==> src/hw/rtl/dvrt_pkg.sv <==
package dvrt_pkg;

    localparam int MAX_ROUTERS = 128;
    localparam int MAX_PORTS   = 16;
    localparam int DIST_BITS   = 16;
    localparam int RIDX_BITS   = $clog2(MAX_ROUTERS);
    localparam int PORT_BITS   = $clog2(MAX_PORTS);
    localparam int NV_DEPTH    = MAX_ROUTERS * MAX_PORTS;
    localparam int NV_BITS     = $clog2(NV_DEPTH);
    localparam int CFG_BITS    = 8;

    localparam logic signed [DIST_BITS-1:0] DIST_MAX  = {1'b0, {(DIST_BITS-1){1'b1}}};
    localparam logic signed [DIST_BITS-1:0] DIST_NONE = '1;

    typedef enum logic [1:0] {
        KIND_ENTRY = 2'd0,
        KIND_COST  = 2'd1,
        KIND_QUERY = 2'd2,
        KIND_READ  = 2'd3
    } kind_t;

    typedef enum logic [1:0] {
        CFG_SELF_ID      = 2'd0,
        CFG_ROUTER_COUNT = 2'd1,
        CFG_PORT_COUNT   = 2'd2
    } cfg_index_t;

    typedef struct packed {
        logic [1:0]                  kind;
        logic [3:0]                  port;
        logic [6:0]                  dest_index;
        logic signed [15:0]          value;
        logic [6:0]                  sender;
        logic                        last;
    } in_item_t;

    typedef struct packed {
        logic                        changed;
        logic [3:0]                  next_port;
        logic signed [15:0]          distance;
        logic                        is_self;
    } out_item_t;

    typedef enum logic [3:0] {
        ST_IDLE,
        ST_CLEAR,
        ST_WRITE,
        ST_R_START,
        ST_P_ISSUE,
        ST_P_WAIT,
        ST_P_ACC,
        ST_R_OWN,
        ST_R_WRITE,
        ST_Q_OWN,
        ST_Q_WAIT,
        ST_Q_CHECK,
        ST_DONE
    } state_t;

    typedef struct packed {
        logic clear_step;
        logic write_item;
        logic load_relax_all;
        logic load_relax_one;
        logic load_query;
        logic issue_port;
        logic accept_port;
        logic issue_own;
        logic relax_write;
        logic next_router;
        logic q_check;
    } cmd_t;

    typedef struct packed {
        logic clear_done;
        logic relax_needed;
        logic router_done;
        logic ports_done;
        logic skip_self;
    } sts_t;

    function automatic logic signed [DIST_BITS-1:0] norm_value(
        input logic signed [15:0] raw);
        logic signed [DIST_BITS-1:0] r;
        if (raw < 0)
            r = DIST_NONE;
        else if ($signed({1'b0, raw}) > $signed({1'b0, DIST_MAX}))
            r = DIST_MAX;
        else
            r = DIST_BITS'(raw);
        return r;
    endfunction

endpackage

==> src/hw/rtl/dvrt_control.sv <==
module dvrt_control
    import dvrt_pkg::*;
(
    input  logic     clk,
    input  logic     rst_n,
    input  logic     in_valid,
    input  in_item_t item,
    input  sts_t     sts,
    input  logic     out_stall,
    output logic     in_stall,
    output logic     out_valid,
    output cmd_t     cmd
);

    state_t state_reg, state_next;

    always_ff @(posedge clk or negedge rst_n)
    begin
        if (!rst_n)
            state_reg <= ST_CLEAR;
        else
            state_reg <= state_next;
    end

    always_comb
    begin
        state_next = state_reg;
        unique case (state_reg)
            ST_CLEAR:   if (sts.clear_done) state_next = ST_IDLE;
            ST_IDLE:    if (in_valid) state_next = ST_WRITE;
            ST_WRITE:
            begin
                priority case (1'b1)
                    item.kind == KIND_ENTRY && item.last:          state_next = ST_R_START;
                    item.kind == KIND_COST && sts.relax_needed:   state_next = ST_R_START;
                    item.kind == KIND_QUERY || item.kind == KIND_READ:
                                                                  state_next = ST_Q_OWN;
                    default:                                      state_next = ST_DONE;
                endcase
            end
            ST_R_START: state_next = sts.skip_self ? ST_R_WRITE : ST_P_ISSUE;
            ST_P_ISSUE: state_next = sts.ports_done ? ST_R_OWN : ST_P_WAIT;
            ST_P_WAIT:  state_next = ST_P_ACC;
            ST_P_ACC:   state_next = ST_P_ISSUE;
            ST_R_OWN:   state_next = ST_R_WRITE;
            ST_R_WRITE: state_next = sts.router_done ? ST_DONE : ST_R_START;
            ST_Q_OWN:   state_next = ST_Q_WAIT;
            ST_Q_WAIT:  state_next = sts.ports_done ? ST_DONE : ST_Q_CHECK;
            ST_Q_CHECK: state_next = ST_Q_WAIT;
            ST_DONE:    if (!out_stall) state_next = ST_IDLE;
            default:    state_next = ST_IDLE;
        endcase
    end

    always_comb
    begin
        cmd       = '0;
        in_stall  = 1'b1;
        out_valid = 1'b0;
        unique case (state_reg)
            ST_CLEAR:   cmd.clear_step = 1'b1;
            ST_IDLE:    in_stall = 1'b0;
            ST_WRITE:
            begin
                cmd.write_item     = (item.kind == KIND_ENTRY);
                cmd.load_relax_all = (item.kind == KIND_ENTRY);
                cmd.load_relax_one = (item.kind == KIND_COST);
                cmd.load_query     = (item.kind == KIND_QUERY || item.kind == KIND_READ);
            end
            ST_R_START: ;
            ST_P_ISSUE: cmd.issue_port = !sts.ports_done;
            ST_P_WAIT:  cmd.accept_port = 1'b1;
            ST_P_ACC:   ;
            ST_R_OWN:   ;
            ST_R_WRITE: cmd.relax_write = 1'b1;
            ST_Q_OWN:   cmd.issue_own = 1'b1;
            ST_Q_WAIT:  cmd.issue_port = !sts.ports_done;
            ST_Q_CHECK: cmd.q_check = 1'b1;
            ST_DONE:    out_valid = 1'b1;
            default:    ;
        endcase
    end

endmodule

==> config.mk <==
export PLATFORM = sky130hd
export DESIGN_NAME = dvrt_control
export DESIGN_NICKNAME = d
export VERILOG_FILES = /design/src/hw/rtl/dvrt_pkg.sv /design/src/hw/rtl/dvrt_control.sv
export SDC_FILE = /design/constraint.sdc
export NUM_CORES = 1
export LEC_CHECK = 0
export BUFFER_PORTS_ARGS = -buffer_cell sky130_fd_sc_hd__buf_2
export CAP_MARGIN = 20
export CORE_MARGIN = 3
export CORE_UTILIZATION = 28
export DETAILED_ROUTE_END_ITERATION = 12
export PLACE_DENSITY_LB_ADDON = 0.1
export SLEW_MARGIN = 20
export SYNTH_ARGS = -nofsm -noshare
export SYNTH_HDL_FRONTEND = slang
export SYNTH_SLANG_ARGS = --single-unit
==> constraint.sdc <==
create_clock -name clk -period 1.44 [get_ports clk]
set_clock_uncertainty 0.2 [all_clocks]
set_input_delay 0.072 -clock clk [delete_from_list [all_inputs] [get_ports clk]]
set_output_delay 0.072 -clock clk [all_outputs]
set_load 0.005 [all_outputs]
==> flow_summary_export.csv, run 1 <==
group,metric,value,unit
status,status,"complete, but fails checks",
finish,largest_reg_flops,4,
timing,maxSlewViolCount,0,
drt,vias,664,
finish,final_cell_mix,"buf_2, buf_6, buf_4",
setup_path,cp_max_fo,6,
flow_run,max_cap_viol_count,0,
setup_path,reg2reg_from,"state_reg[3]",
setup_path,cp_data_arrival_time,1.36,ns
global_route,grt_pass1_wl,2.449,mm
finish,area_growth,103.5,%
clock_network,cts_made_buffers,3,
synth,ys_seq_area_frac,0.2207,
setup_path,r2r_cells,5,
synth,avgSynthCellArea,6.753,um^2
setup_path,critPathRequiredTime,1.17,ns
clock_network,path_clk_slew,0.04,ns
synth,synth_cells,68,
setup_path,endpoint_kind,"primary output",
setup_path,setup.worst_path.start_class,"flop",
finish,final_common_cell,"buf_2",
timing,fin_crit,1.627,ns
synth,synth_edf_count,0,
drt,routed_wl,1.701,mm
floorplan,rows,13,
power_and_ir_drop,vdd_ir_drop_max,895.3,uV
timing,final.setup.tns,-1.709,ns
power_and_ir_drop,powerDensity,1878,nW/um^2
timing,setup_slack,-0.1873,ns
finish,fin_nets,160,
global_route,grt_max_degree,12,
setup_path,regToRegEndpoint,"state_reg[2]",
power_and_ir_drop,power_leakage,0.4340,nW
timing,hold_viol,0,
timing,fmax,614.5,MHz
clock_network,cts_root_buf,"clkbuf_4",
finish,n_antenna_cell,0,
min_path,min_to,"state_reg[3]",
global_route,grt_pass1_vias,571,
timing,rsz0062_at_grt,"yes",
synth,synth_area,459.2,um^2
clock_network,cts_sinks,4,
synth,synth_nets,114,
floorplan,die_y,46.50,um
floorplan,dieArea,2162,um^2
drt,viasPerCell,5.188,
global_route,grt.total_usage,0.1592,
synth,ys_warn_count,0,
placed_design,place_hpwl,1.043,mm
timing,hold_slack,0.01875,ns
clock_network,cts_tree,"built",
floorplan,ios,59,
floorplan,core-area,1415,um^2
placed_design,routabilityCongestion,0.7660,
timing,setup_viol_count_final,15,
drt,drt_iter0_drc,7,
drt,post-route-drc-count,0,
synth,ys_ff_latch,4,
power_and_ir_drop,power.total,1.756,mW
drt,avgRoutedWirePerCell,13.29,um
clock_network,clockBufferDepth,2,
floorplan,start_util,0.3245,
status,violations,"negative setup slack",
drt,postRouteAntennaNets,0,
placed_design,port-buffer-count,23,
synth,synth_cell_types,26,
setup_path,crit_type,"flop to primary output",
timing,fin_crit_sh,1.130,
finish,drive_gt1_frac,0.6637,
min_path,min_path_type,"primary input to flop",
setup_path,regToRegSetupSlack,-0.13,ns
floorplan,die_w,46.50,um
global_route,antenna_found_initial,0,
drt,firstDrtPassIters,4,
clock_network,clk_latency,0.24,ns
finish,finish.utilization,0.6605,
min_path,hp-start,"out_stall",
global_route,overflow,0,
clock_network,htree_levels,1,
min_path,whs_path_depth,3,
synth,synthArstFlopShare,1.000,
synth,synthFlopType,"dfrtp_1",
[kinds of logic after synthesis]
family                 after synthesis  synth area share
flip-flops                           4            0.2207
AND/OR/NAND/NOR                     31            0.3515
AO/OA/AOI/OAI                       20            0.2589
other                                1          0.008167
multiplexers                         2           0.04632
buffers and inverters               10            0.1144
[Yosys cell counts, drive strengths merged (2+ instances only)]
| library cell | n | area, um^2 |
|---|---|---|
| inv | 4 | 15.01 |
| nand2 | 6 | 22.52 |
| nor2 | 9 | 41.29 |
| nor3 | 8 | 40.04 |
| a21oi | 7 | 35.03 |
| dfrtp | 3 | 75.07 |
| and3 | 2 | 12.51 |
| o221ai | 2 | 17.52 |
| o21ai | 7 | 35.03 |
| buf | 6 | 37.53 |
[routing by layer]
metal  track usage  wire length (um)
met3             0                64
met1        0.2123               773
met2        0.2582               804
met4       0.08523                59
met5             0                 0
[worst max path at each step]
| stage | cells after the start | endpoint | slack [ns] | start |
|---|---|---|---|---|
| finish | 4 | cmd[6] | -0.19 | state_reg[0] |
| global route | 5 | cmd[5] | -0.24 | state_reg[1] |
| CTS | 4 | cmd[6] | -0.16 | state_reg[0] |
| detailed placement | 3 | state_reg[0] | -0.03 | state_reg[3] |
| global placement | 4 | state_reg[2] | -0.02 | state_reg[3] |
| floorplan | 5 | state_reg[1] | 0.06 | state_reg[0] |
[worst max-delay path, cell delays in order, from the launching register on]
cell	delay [ns]
dfstp_2	0.61
inv_2	0.08
and3_4	0.19
and2_4	0.13
buf_6	0.10
[metrics by stage]
step                      setup slack (ns)  area, um^2  cells
final                              -0.1873       934.6    128
after global routing               -0.2405       934.6    128
after CTS                          -0.1585       822.0    125
after detailed placement          -0.02862       630.6    110
after global placement            -0.02210       630.6    110
after floorplan                    0.05906       459.2     68
[repair_timing]
action                                 4_1_cts  5_1_grt
setup buffers                                6        4
hold buffers                                 5        0
endpoints found under the hold margin        5        0
resized for setup                           21       24
setup endpoints to repair                   14       16
pin swaps                                   10       13
[power by group]
part | switching (mW) | total [mW] | internal [mW]
clock | 0.0511 | 0.155 | 0.104
sequential | 0.102 | 0.281 | 0.180
combinational | 0.631 | 1.32 | 0.688
[area by class of cell]
cell class	count	area [um^2]
fillers	117	480.5
inverters	4	17.52
repair buffers	47	347.8
clock buffers	4	26.28
flip-flops and latches	4	103.9
well taps	15	18.77
multi-input cells	54	420.4
(Power assumes the default switching activity.)
==> run 2, diff against run 1 <==
==> constraint.sdc (replaced) <==
create_clock -name clk -period 1.44 [get_ports clk]
set_clock_uncertainty 0.2 [all_clocks]
set_input_delay 0 -clock clk [delete_from_list [all_inputs] [get_ports clk]]
set_output_delay 0 -clock clk [all_outputs]
set_load 0.005 [all_outputs]
==> flow_summary_export.csv, run 2 (same netlist as run 1, synthesis figures left out) <==
group,metric,value,unit
finish,postLayoutCellArea,1002,um^2
clock_network,cts_root_buf,"clkbuf_4",
clock_network,path_clk_slew,0.05,ns
clock_network,cts_tree,"built",
status,violations,"negative setup slack",
setup_path,cp_data_arrival_time,1.34,ns
clock_network,clk_latency,0.24,ns
drt,avgRoutedWirePerCell,13.32,um
drt,postRouteAntennaNets,0,
drt,viasPerCell,5.080,
global_route,overflow,0,
floorplan,ios,59,
global_route,grt_pass1_wl,2.449,mm
power_and_ir_drop,powerDensity,1852,nW/um^2
clock_network,clockBufferDepth,2,
drt,firstDrtPassIters,4,
power_and_ir_drop,intPower,1.057,mW
power_and_ir_drop,power_frac_comb,0.773,
placed_design,preCtsSetupSlack,0.004441,ns
finish,fin_cells,137,
power_and_ir_drop,vdd_ir_drop_max,902.1,uV
drt,vias,696,
timing,fmax,648.0,MHz
global_route,grt.total_usage,0.1563,
floorplan,start_util,0.3245,
floorplan,core-area,1415,um^2
placed_design,port-buffer-count,23,
setup_path,crit_type,"flop to primary output",
finish,largest_reg_flops,4,
placed_design,dpl_cell_area,630.6,um^2
power_and_ir_drop,clockPowerShare,0.083,
floorplan,dieArea,2162,um^2
clock_network,htree_levels,1,
clock_network,cts_sinks,4,
timing,rsz0062_at_grt,"yes",
power_and_ir_drop,seq_power_share,0.143,
min_path,min_path_type,"primary input to flop",
global_route,antenna_found_initial,0,
global_route,grt_pass1_vias,571,
power_and_ir_drop,switching_share,0.4307,
floorplan,die_y,46.50,um
power_and_ir_drop,power_leakage,0.4879,nW
flow_run,max_cap_viol_count,0,
finish,final_common_cell,"buf_2",
floorplan,die_w,46.50,um
timing,final.setup.tns,-0.3887,ns
setup_path,endpoint_kind,"primary output",
timing,maxSlewViolCount,0,
setup_path,cp_max_fo,5,
timing,setup_viol_count_final,7,
placed_design,dpl.cell_count,110,
status,status,"complete, but fails checks",
floorplan,rows,13,
finish,area_growth,118.3,%
timing,fin_crit_sh,1.072,
drt,post-route-drc-count,0,
timing,hold_viol,0,
finish,n_antenna_cell,0,
global_route,grt_max_degree,11,
clock_network,cts_made_buffers,3,
power_and_ir_drop,p_switching,0.7994,mW
finish,fin_nets,169,
setup_path,critPathRequiredTime,1.24,ns
drt,routed_wl,1.825,mm
placed_design,routabilityCongestion,0.7231,
timing,setup_slack,-0.1031,ns
finish,drive_gt1_frac,0.6311,
finish,final_cell_mix,"buf_2, buf_6, buf_4",
drt,drt_iter0_drc,3,
timing,fin_crit,1.543,ns
power_and_ir_drop,power.total,1.856,mW
placed_design,place_hpwl,1.038,mm
setup_path,setup.worst_path.start_class,"flop",
-- run 2: what timing repair did --
item / 4_1_cts / 5_1_grt
endpoints found under the setup margin: 12 / 15
resized for setup: 9 / 33
hold buffers: 9 / 0
pin swaps: 1 / 6
setup buffers: 6 / 8
hold endpoints to repair: 8 / 0
gates cloned: 0 / 0
-- run 2: path summary, 6_finish.rpt --
path | from | end | slack, ns | cells past startpoint
setup / recovery | state_reg[3] | cmd[6] | -0.10 | 5
hold / removal | item[0] | state_reg[1] | 0.04 | 5
setup reg to reg | state_reg[0] | state_reg[2] | -0.07 | 5
hold reg to reg | state_reg[1] | state_reg[0] | 0.53 | 2
max in group asynchronous | rst_n | state_reg[2] | 0.42 | 3
min in group asynchronous | rst_n | state_reg[0] | 0.05 | 2
-- run 2: area by class of cell --
type                    instances  area [um^2]
well taps                      15        18.77
flip-flops and latches          4        102.6
clock buffers                   4        26.28
multi-input cells              54        402.9
fillers                       103        412.9
repair buffers                 56        436.7
inverters                       4        15.01
-- run 2: metal layers --
| metal | GRT usage | routed length (um) | vias up | part of all wire |
|---|---|---|---|---|
| met5 | 0 | 0 | - | 0 |
| li1 | - | - | 349 | - |
| met4 | 0.04545 | 0 | 0 | 0 |
| met1 | 0.2179 | 789 | 328 | 0.43 |
| met2 | 0.2445 | 953 | 19 | 0.52 |
| met3 | 0.02344 | 82 | 0 | 0.045 |
-- run 2: power by group through the flow --
stage	clock network (mW)	logic (mW)	registers, mW
2_1_floorplan	0	0.506	0.230
3_3_place_gp	0	0.807	0.259
3_5_place_dp	0	0.808	0.257
4_1_cts	0.161	0.999	0.254
5_1_grt	0.178	1.54	0.275
6_report	0.155	1.44	0.266
-- run 2: stage by stage --
step             util  hold WS, ns
2_1_floorplan       -      -0.4956
3_3_place_gp   0.4456      -0.3964
3_5_place_dp   0.4456      -0.3935
4_1_cts        0.5756      0.03945
5_1_grt        0.7082      0.04920
6_report       0.7082      0.04469
-- run 2: worst max-delay path: stages, from the launching register on --
cell	delay [ns]
dfrtp_2	0.45
nor2_4	0.14
buf_6	0.10
and3_4	0.18
and2_4	0.14
buf_6	0.08
